`config.mk`:
```
export PLATFORM = sky130hd
export DESIGN_NAME = battery_gauge_filter
export DESIGN_NICKNAME = d
export VERILOG_FILES = /design/src/rtl/core/bgf_pkg.sv /design/src/rtl/core/bgf_div.sv /design/src/rtl/core/battery_gauge_filter.sv
export SDC_FILE = /design/constraint.sdc
export NUM_CORES = 2
export LEC_CHECK = 0
export ABC_AREA = 1
export BUFFER_PORTS_ARGS = -buffer_cell sky130_fd_sc_hd__buf_2
export CAP_MARGIN = 20
export CORE_UTILIZATION = 47
export CTS_BUF_LIST = sky130_fd_sc_hd__clkbuf_2
export DETAILED_ROUTE_END_ITERATION = 10
export PLACE_DENSITY = 0.69
export SYNTH_ARGS = -nofsm -noshare
export SYNTH_HDL_FRONTEND = slang
export SYNTH_SLANG_ARGS = --single-unit
```
`constraint.sdc`:
```
create_clock -name clk -period 20.3 [get_ports clk]
set_clock_uncertainty 0.15 [all_clocks]
set_input_delay 3.045 -clock clk [delete_from_list [all_inputs] [get_ports clk]]
set_output_delay 3.045 -clock clk [all_outputs]
set_load 0.005 [all_outputs]
```
`src/rtl/core/bgf_pkg.sv`:
```
// Shared constants for the battery gauge filter.
`default_nettype none

package bgf_pkg;

  localparam int DEPTH_DEFAULT = 8;

  localparam int VCODE_W = 20;
  localparam int WORD_W  = 24;
  localparam int CFG_W   = 20;
  localparam int CFGI_W  = 2;
  localparam int PCT_W   = 15;
  localparam int MAXI_W  = 16;
  localparam int CURMA_W = 17;
  localparam int POWER_W = 36;

  localparam int CUR_SHIFT = 19;

  // shared divider: 36-bit signed dividend, 21-bit unsigned divisor
  localparam int DIV_NW = 36;
  localparam int DIV_DW = 21;

  localparam logic [PCT_W-1:0] PCT_FULL = 15'd25600;

  localparam logic [CFGI_W-1:0] CFG_EMPTY = 2'd0;
  localparam logic [CFGI_W-1:0] CFG_FULL  = 2'd1;
  localparam logic [CFGI_W-1:0] CFG_LOW   = 2'd2;
  localparam logic [CFGI_W-1:0] CFG_MAXI  = 2'd3;

  localparam logic signed [VCODE_W-1:0] EMPTY_RESET = 20'sd92160;
  localparam logic signed [VCODE_W-1:0] FULL_RESET  = 20'sd129024;
  localparam logic [PCT_W-1:0]          LOW_RESET   = 15'd5120;
  localparam logic [MAXI_W-1:0]         MAXI_RESET  = 16'd10000;

endpackage

`default_nettype wire

```
`src/rtl/core/bgf_div.sv`:
```
// Sequential floor divider, signed dividend by positive divisor, two bits per cycle.
`default_nettype none

module bgf_div #(
  parameter int NW = bgf_pkg::DIV_NW,
  parameter int DW = bgf_pkg::DIV_DW
) (
  input  wire logic                 clk,
  input  wire logic                 rst,
  input  wire logic                 start,
  input  wire logic signed [NW-1:0] dividend,
  input  wire logic [DW-1:0]        divisor,
  output logic                      done,
  output logic signed [NW-1:0]      quotient
);

  localparam int STEPS = NW / 2;
  localparam int CNT_W = $clog2(STEPS + 1);

  logic             busy;
  logic [CNT_W-1:0] cnt;
  logic [DW:0]      rem;
  logic [NW-1:0]    qsr;
  logic [DW-1:0]    dvs;
  logic             neg;

  logic [DW:0]      rem_next;
  logic [NW-1:0]    qsr_next;

  always_comb begin
    logic [DW:0]   r;
    logic [NW-1:0] q;
    r = rem;
    q = qsr;
    for (int k = 0; k < 2; k++) begin
      r = {r[DW-1:0], q[NW-1]};
      q = {q[NW-2:0], 1'b0};
      if (r >= {1'b0, dvs}) begin
        r = r - {1'b0, dvs};
        q[0] = 1'b1;
      end
    end
    rem_next = r;
    qsr_next = q;
  end

  always_ff @(posedge clk) begin
    if (rst) begin
      busy <= 1'b0;
      done <= 1'b0;
      cnt  <= '0;
    end else begin
      done <= 1'b0;
      if (start) begin
        busy <= 1'b1;
        cnt  <= CNT_W'(STEPS);
        neg  <= dividend[NW-1];
        qsr  <= dividend[NW-1] ? NW'(-dividend) : NW'(dividend);
        rem  <= '0;
        dvs  <= divisor;
      end else if (busy) begin
        rem <= rem_next;
        qsr <= qsr_next;
        cnt <= cnt - CNT_W'(1);
        if (cnt == CNT_W'(1)) begin
          busy <= 1'b0;
          done <= 1'b1;
        end
      end
    end
  end

  // floor: -(q) - 1 == ~q when the remainder is nonzero
  always_comb begin
    if (!neg) begin
      quotient = $signed(qsr);
    end else if (rem != '0) begin
      quotient = $signed(~qsr);
    end else begin
      quotient = $signed(-qsr);
    end
  end

endmodule

`default_nettype wire

```
`src/rtl/core/battery_gauge_filter.sv`:
```
// Battery gauge: moving averages of voltage and current, power, charge percent, low flag.
//
//   channel  direction        signals
//   in       source -> block  in_valid, in_stall, bus_voltage_word, current_word
//   out      block -> sink    out_valid, out_stall, avg_voltage_code .. battery_low
//   cfg      host -> block    cfg_write, cfg_index, cfg_data
//
// One item at a time; in_stall stays high until the result is in the output register. The
// percent divide sets the time from accept to result and is skipped when the percent clamps.
// DEPTH must be a power of two (unchecked); averages: arithmetic shifts of running sums.
// Rings live in one memory of DEPTH entries; per-entry valid flags clear at reset.
// Reset is synchronous; config returns to its reset values.
// A finished result waits in the output register while the next item is accepted.
`default_nettype none

module battery_gauge_filter #(
  parameter int DEPTH = bgf_pkg::DEPTH_DEFAULT
) (
  input  wire logic                                  clk,
  input  wire logic                                  rst,

  input  wire logic                                  in_valid,
  output logic                                       in_stall,
  input  wire logic [bgf_pkg::WORD_W-1:0]            bus_voltage_word,
  input  wire logic [bgf_pkg::WORD_W-1:0]            current_word,

  output logic                                       out_valid,
  input  wire logic                                  out_stall,
  output logic signed [bgf_pkg::VCODE_W-1:0]         avg_voltage_code,
  output logic signed [bgf_pkg::CURMA_W-1:0]         avg_current_ma,
  output logic signed [bgf_pkg::POWER_W-1:0]         power_product,
  output logic [bgf_pkg::PCT_W-1:0]                  charge_percent_q8,
  output logic                                       battery_low,

  input  wire logic                                  cfg_write,
  input  wire logic [bgf_pkg::CFGI_W-1:0]            cfg_index,
  input  wire logic [bgf_pkg::CFG_W-1:0]             cfg_data
);

  localparam int VW    = bgf_pkg::VCODE_W;
  localparam int PW    = (DEPTH > 1) ? $clog2(DEPTH) : 1;
  localparam int SUM_W = VW + $clog2(DEPTH);
  localparam int NW    = bgf_pkg::DIV_NW;
  localparam int DW    = bgf_pkg::DIV_DW;
  localparam int PROD_W = VW + bgf_pkg::MAXI_W + 1;
  localparam int NUM_W  = VW + bgf_pkg::PCT_W;
  localparam int PWR_W  = VW + bgf_pkg::CURMA_W;

  localparam logic [2:0] S_IDLE = 3'd0;
  localparam logic [2:0] S_UPD  = 3'd1;
  localparam logic [2:0] S_AVG  = 3'd2;
  localparam logic [2:0] S_MUL1 = 3'd3;
  localparam logic [2:0] S_MUL2 = 3'd4;
  localparam logic [2:0] S_PCT  = 3'd5;
  localparam logic [2:0] S_PW   = 3'd6;
  localparam logic [2:0] S_OUT  = 3'd7;

  logic [2:0] state;

  // configuration
  logic signed [VW-1:0]               empty_code;
  logic signed [VW-1:0]               full_code;
  logic [bgf_pkg::PCT_W-1:0]          low_pct;
  logic [bgf_pkg::MAXI_W-1:0]         max_ma;

  // ring memory, voltage in the upper half
  logic [2*VW-1:0]   ring_mem [DEPTH];
  logic [2*VW-1:0]   ring_rdata;
  logic [DEPTH-1:0]  ring_valid;
  logic [PW-1:0]     pos;

  logic signed [VW-1:0]    vcode;
  logic signed [VW-1:0]    icode;
  logic signed [VW-1:0]    old_v;
  logic signed [VW-1:0]    old_i;
  logic signed [SUM_W-1:0] vsum;
  logic signed [SUM_W-1:0] isum;

  logic signed [VW-1:0]                avg_v;
  logic signed [VW-1:0]                avg_i;
  logic signed [PROD_W-1:0]            prod_i;
  logic signed [bgf_pkg::CURMA_W-1:0]  cur_ma;
  logic signed [VW:0]                  diff;
  logic [NUM_W-1:0]                    pct_num;
  logic signed [PWR_W-1:0]             power_full;
  logic signed [bgf_pkg::POWER_W-1:0]  power;
  logic [bgf_pkg::PCT_W-1:0]           pct;

  logic                 pct_full;
  logic                 pct_empty;
  logic signed [VW:0]   den;

  logic                 div_start;
  logic signed [NW-1:0] div_dividend;
  logic [DW-1:0]        div_divisor;
  logic                 div_done;
  logic signed [NW-1:0] div_quotient;

  logic in_accept;

  assign in_stall  = (state != S_IDLE);
  assign in_accept = in_valid && !in_stall;

  assign old_v = ring_valid[pos] ? $signed(ring_rdata[2*VW-1:VW]) : '0;
  assign old_i = ring_valid[pos] ? $signed(ring_rdata[VW-1:0])    : '0;

  assign pct_full  = (avg_v >= full_code);
  assign pct_empty = (avg_v <= empty_code);
  assign den       = (VW+1)'(full_code) - (VW+1)'(empty_code);

  assign power_full = avg_v * cur_ma;

  always_comb begin
    div_start    = 1'b0;
    div_dividend = $signed(NW'(pct_num));
    div_divisor  = DW'(den[VW-1:0]);
    case (state)
      S_PCT: begin
        div_start = !pct_full && !pct_empty;
      end
      default: begin
      end
    endcase
  end

  bgf_div #(
    .NW (NW),
    .DW (DW)
  ) u_div (
    .clk      (clk),
    .rst      (rst),
    .start    (div_start),
    .dividend (div_dividend),
    .divisor  (div_divisor),
    .done     (div_done),
    .quotient (div_quotient)
  );

  always_ff @(posedge clk) begin
    if (rst) begin
      empty_code <= bgf_pkg::EMPTY_RESET;
      full_code  <= bgf_pkg::FULL_RESET;
      low_pct    <= bgf_pkg::LOW_RESET;
      max_ma     <= bgf_pkg::MAXI_RESET;
    end else if (cfg_write) begin
      case (cfg_index)
        bgf_pkg::CFG_EMPTY: empty_code <= $signed(cfg_data[VW-1:0]);
        bgf_pkg::CFG_FULL:  full_code  <= $signed(cfg_data[VW-1:0]);
        bgf_pkg::CFG_LOW:   low_pct    <= cfg_data[bgf_pkg::PCT_W-1:0];
        bgf_pkg::CFG_MAXI:  max_ma     <= cfg_data[bgf_pkg::MAXI_W-1:0];
        default: begin
        end
      endcase
    end
  end

  // ring memory
  always_ff @(posedge clk) begin
    if (in_accept) begin
      ring_rdata <= ring_mem[pos];
    end
    if (state == S_UPD) begin
      ring_mem[pos] <= {vcode, icode};
    end
  end

  always_ff @(posedge clk) begin
    if (rst) begin
      state      <= S_IDLE;
      ring_valid <= '0;
      pos        <= '0;
      vsum       <= '0;
      isum       <= '0;
      out_valid  <= 1'b0;
    end else begin
      if (out_valid && !out_stall && state != S_OUT) begin
        out_valid <= 1'b0;
      end
      case (state)
        S_IDLE: begin
          if (in_accept) begin
            vcode <= $signed(bus_voltage_word[bgf_pkg::WORD_W-1:4]);
            icode <= $signed(current_word[bgf_pkg::WORD_W-1:4]);
            state <= S_UPD;
          end
        end
        S_UPD: begin
          vsum            <= vsum + SUM_W'(vcode) - SUM_W'(old_v);
          isum            <= isum + SUM_W'(icode) - SUM_W'(old_i);
          ring_valid[pos] <= 1'b1;
          pos             <= (pos == PW'(DEPTH - 1)) ? '0 : pos + PW'(1);
          state           <= S_AVG;
        end
        S_AVG: begin
          avg_v <= vsum[SUM_W-1:SUM_W-VW];
          avg_i <= isum[SUM_W-1:SUM_W-VW];
          state <= S_MUL1;
        end
        S_MUL1: begin
          prod_i <= avg_i * $signed({1'b0, max_ma});
          diff   <= (VW+1)'(avg_v) - (VW+1)'(empty_code);
          state  <= S_MUL2;
        end
        S_MUL2: begin
          cur_ma  <= prod_i[bgf_pkg::CUR_SHIFT + bgf_pkg::CURMA_W - 1:bgf_pkg::CUR_SHIFT];
          pct_num <= NUM_W'(diff[VW-1:0]) * NUM_W'(bgf_pkg::PCT_FULL);
          state   <= S_PCT;
        end
        S_PCT: begin
          power <= power_full[bgf_pkg::POWER_W-1:0];
          if (pct_full) begin
            pct   <= bgf_pkg::PCT_FULL;
            state <= S_OUT;
          end else if (pct_empty) begin
            pct   <= '0;
            state <= S_OUT;
          end else begin
            state <= S_PW;
          end
        end
        S_PW: begin
          if (div_done) begin
            pct   <= div_quotient[bgf_pkg::PCT_W-1:0];
            state <= S_OUT;
          end
        end
        S_OUT: begin
          if (!out_valid || !out_stall) begin
            avg_voltage_code  <= avg_v;
            avg_current_ma    <= cur_ma;
            power_product     <= power;
            charge_percent_q8 <= pct;
            battery_low       <= (pct < low_pct);
            out_valid         <= 1'b1;
            state             <= S_IDLE;
          end
        end
        default: begin
          state <= S_IDLE;
        end
      endcase
    end
  end

endmodule

`default_nettype wire

```
* Word-level counts from Yosys, hierarchy flattened
Memories as Yosys holds them, arrays and structs flattened. A register that Yosys moved wholly into a read port is not among the register bits.
Index checks and enable logic that the tools add are counted.
W data, S select, Z words.
** Operators by class
- Equal/unequal tests :: 17
- Add/subtract/negate cells :: 10
- Bitwise logic cells :: 3
- Multiplexer cells :: 36
- Reduce and logical (&&, ||, !) cells :: 32
- Multipliers :: 3
- Magnitude comparators :: 7
** Operators with widths (count)
- $mul A20 B17 Y36 :: 2
- $mux W21 :: 3
- $add A23 B20 Y23 :: 2
- $sub A23 B20 Y23 :: 2
- $mux W15 :: 3
- $ge A22 B20 Y1 :: 2
- $sub A21 B20 Y21 :: 2
- $mux W20 :: 2
- $sub A20 B20 Y20 :: 2
- $mux W36 :: 1
- $mux W35 :: 1
- $pmux W15 S2 :: 1
- $mul A20 B5 Y25 const B :: 1
- $pmux W3 S8 :: 1
- $ge A20 B20 Y1 :: 1
- $le A20 B20 Y1 :: 1
- $reduce_and A2 Y1 :: 10
- $mux W1 :: 16
- $eq A3 B3 Y1 const B :: 5
- $lt A15 B15 Y1 :: 1
- $mux W3 :: 4
- $mux W5 :: 2
- $reduce_and A3 Y1 :: 3
- $or A8 B8 Y8 :: 1
- other kinds (25) :: 39
** Storage, ports and cells
- Output and inout port bits :: 91
- Logic and storage cells :: 143
- Memories :: 1
- Bits in registers :: 534
- Bits in writable memories :: 320
** Memory list
- ring_mem :: words 8, width 40, read ports 1, clocked after memory_dff 1, wr ports 1, line battery_gauge_filter.sv:67 : logic [2*VW-1:0] ring_mem [DEPTH];

* Longest topological paths before layout
- Word-level depth :: 6
- Gate-level depth with buffers :: 31
- Gate-level depth less buffers :: 30

* By module
Synthesis repeated with hierarchy kept, for this count alone.
** Unflattened totals
- Cell total of the unflattened synthesis :: 7514
- Area, all modules :: 69496.7 µm²
** By module, submodules not included
- battery_gauge_filter :: cells each 6235, area an instance 60937.2 µm², sequential area each 22431.5 µm², times used 1
- bgf_div :: cells each 1279, area an instance 8559.5 µm², sequential area each 2542.4 µm², times used 1

* Least setup slack after synthesis
No wires, ideal clock.
- Path kind :: input to register
- Start point :: input port rst
- End point :: register avg_current_ma[0] in the netlist's numbering, enable pin
- Stages :: 3
- Required time :: 19504 ps
- Slack :: 10058 ps
- Arrival :: 9446 ps
- Path through :: clkbuf_1 > clkbuf_1 > nor3_1
** Between the ends
- Cells in the longest elaborated chain, start to end :: 2
** RTL lines
- start, declared :: line battery_gauge_filter.sv:20 : input wire logic rst,
- $not A1 Y1 (no line)
- $reduce_and A3 Y1 (no line)
- end signal, assigned :: line battery_gauge_filter.sv:230 : avg_current_ma <= cur_ma;
- end, declared :: line battery_gauge_filter.sv:30 : output logic signed [bgf_pkg::CURMA_W-1:0] avg_current_ma,
No other way between the ends.
A chain may end at the register's enable or synchronous reset.

* Worst setup path after layout
- Start point :: register cur_ma[2] in the netlist's numbering
- End point :: register power[32] in the netlist's numbering, data pin
** Between the ends
- Cells in the longest elaborated chain, start to end :: 1
** RTL lines
- start, declared :: line battery_gauge_filter.sv:82 : logic signed [bgf_pkg::CURMA_W-1:0] cur_ma;
- start signal, assigned :: line battery_gauge_filter.sv:205 : cur_ma <= prod_i[bgf_pkg::CUR_SHIFT + bgf_pkg::CURMA_W - 1:bgf_pkg::CUR_SHIFT];
- $mul A20 B17 Y36 :: line battery_gauge_filter.sv:111 : assign power_full = avg_v * cur_ma;
- named net power_full[32] :: line battery_gauge_filter.sv:85 : logic signed [PWR_W-1:0] power_full;
- end signal, assigned :: line battery_gauge_filter.sv:210 : power <= power_full[bgf_pkg::POWER_W-1:0];
- end, declared :: line battery_gauge_filter.sv:86 : logic signed [bgf_pkg::POWER_W-1:0] power;
The timed path passes the listed nets, and every way through them passes these cells.

==> metrics.yaml <==
cts_setup_buffers: 0
port_buffers: 157
worstSetupStartpointType: "flop"
async_reset_ff_frac: 0
place_congestion: 0.922
netlist_area_um2: 67000
crit_top_cell: "fa_1"
hp-class: "reg -> reg"
status: "finished, final reports clean"
crit_arrival_ps: 8210
fp.dieH_um: 380
synth_xor_area_frac: 0.0227
core_area_um2: 142000
drc_errors: 0
ys_ff_latch: 875
yosys.area.top_type: "edfxtp_1"
path_delay_family: "adder cells"
synth_compound_area_frac: 0.0717
critPathBufInv: 5
nets: 8538
cts_tree: "done"
clock_path_buffers: 3
synth_top_family_by_area: "adder cells"
overflow: 0
synth_cell_types: 56
grt_pass1_wl_um: 275000
path_clk_slew_ps: 100
period_minus_slack_ps: 7070
viasPerCell: 5.17
syn_nets: 8328
antenna_left: 0
ys_seq_area_frac: 0.371
synthFlopType: "edfxtp_1"
post-route-period-util: 0.348
htreeDepth: 4
synthAdderAreaFrac: 0.289
drtIter0Drc: 3703
chipWidth_um: 380
finalSetupTns_ps: 0
grt_max_degree: 77
yosysTopAreaCellShare: 0.330
cts-root-buf: "clkbuf_2"
rows: 138
ios: 166
path_class: "reg -> reg"
fillers: 13030
cts_sinks: 875
dr_total_vias: 48715
grt_setup_unrepaired: "no"
muxShareOfSynthArea: 0
synth_edf_count: 736
dp_hpwl_um: 127000
first_pass_iters: 6
ys_warn_count: 0
areaGrowthSynthToFinish_pct: 7.84
grt_usage: 0.245
synth_area_leaders: "edfxtp_1, fa_1, inv_1"
drv_slew: 0
finalSetupViolCount: 0
synthSimpleGateAreaFrac: 0.133
synth_area_per_cell_um2: 9.40
slew_headroom: 0.205
clock_latency_ps: 1630
hold_viol: 0
maxCapViolCount: 0
hold_buffers: 0
start_util: 0.473
required_ps: 21450
grt_pass1_vias: 50577
antenna_found_initial: 6
slowest_delay_ps: 1140
drive_above_1_share: 0.0917
max_freq_mhz: 142
finalWirelength_um: 174000
wl_per_cell_um: 18.4
cts-resized-gates: 0
path_cells: "nand2_1 -> inv_1 -> fa_1 -> inv_1 -> fa_1 -> inv_1 -> fa_1 -> fa_1 -> fa_1 -> inv_1 -> fa_1 -> inv_1 -> ha_1 -> a21oi_1 -> a21boi_0 -> o221ai_1 -> nor2_1 -> o21ai_0 -> xor2_1"
crit_path_end_kind: "flop"
tightestPinTransition_ps: 1190
critPathSlowestCell: "edfxtp_1"
fp.dieArea_um2: 144000
cp_max_fo: 21
cts_buffers: 215
syn-instance-count: 7130
-- cell families (layout without fill, tap and decap cells) --
group,count (synthesis),after routing
buf+inv,1966,2361
flops,875,875
compound gates,823,823
xor+xnor,174,174
other cells,0,10
fa+ha+maj,1123,1123
simple gates,2169,2169
-- state kept, by name, indices dropped and copies added (netlist names), 21 cells and up --
register / count
isum: 23
pct_num: 25
power: 36
power_product: 36
ring_mem: 320
ring_rdata: 40
u_div.qsr: 36
u_div.rem: 21
vsum: 23
-- layout by cell type, fill, tap and decap left out, drive strengths merged, types with 61 or more instances in the layout --
cell,instances
a21oi,327
clkbuf,327
ha,411
nor2,358
o21ai,259
nand2,1494
nand4,77
inv,1729
dfxtp,139
edfxtp,736
nand3,139
xor2,111
clkinv,61
buf,231
xnor2,63
fa,712
-- layout make-up --
cell class	count	area, µm²	share of cell area
diodes	10	25.0	0.000346
clock buffers	327	1640	0.0226
clock inverters	75	672	0.00930
inverters	1728	6490	0.0898
multi-input cells	4289	34800	0.481
flip-flops and latches	875	24900	0.344
well taps	1890	2360	0.0327
repair buffers	231	1430	0.0198
-- per-layer routing --
| metal | vias up | global-route usage | share of wire |
|---|---|---|---|
| met1 | 23745 | 0.319 | 0.42 |
| met4 | 0 | 0.0972 | 0.036 |
| li1 | 22810 | - | - |
| met2 | 1810 | 0.410 | 0.48 |
| met3 | 350 | 0.0375 | 0.070 |
| met5 | - | 0 | 0 |
-- cell usage after synthesis (all sizes together) (3+ instances only) --
library cell  number
nor3              51
clkbuf           206
a31o               5
a211oi             5
o221ai             4
o21a               7
nand3b            10
nand2           1494
o21bai            22
clkinv             4
a21boi            12
buf               32
a22o              21
edfxtp           736
a21o              25
o2111ai            4
ha               411
o211ai            24
xor2             111
o211a              3
o31ai              5
nor4              22
a31oi             11
a21oi            327
nand4             77
and2               3
fa               712
nand3            139
inv             1724
a221oi            37
nor2             358
a22oi             52
o21ai            259
xnor2             63
dfxtp            139
or2               13
-- final timing paths --
kind | to | cells after the start | from | slack, ps
max | power[32] | 19 | cur_ma[2] | 13230
min | power_product[5] | 0 | power[5] | 260
max reg2reg | power[32] | 19 | cur_ma[2] | 13230
min reg2reg | power_product[5] | 0 | power[5] | 260
-- through the flow --
stage / instance area [µm²] / util / setup WS [ps] / cells / hold slack [ps]
after detailed placement: 69800 / 0.493 / 13350 / 9009 / 255
after global routing: 72300 / 0.510 / 12870 / 9419 / 265
final: 72300 / 0.510 / 13230 / 9425 / 257
after global placement: 69800 / 0.493 / 13360 / 9007 / 253
after floorplan: 67000 / - / 10060 / 7130 / 250
after CTS: 72200 / 0.510 / 13290 / 9411 / 252
Power is left out: the tool's default activity adds up to more than one toggle a clock period on the data nets, which glitch-free logic cannot reach.
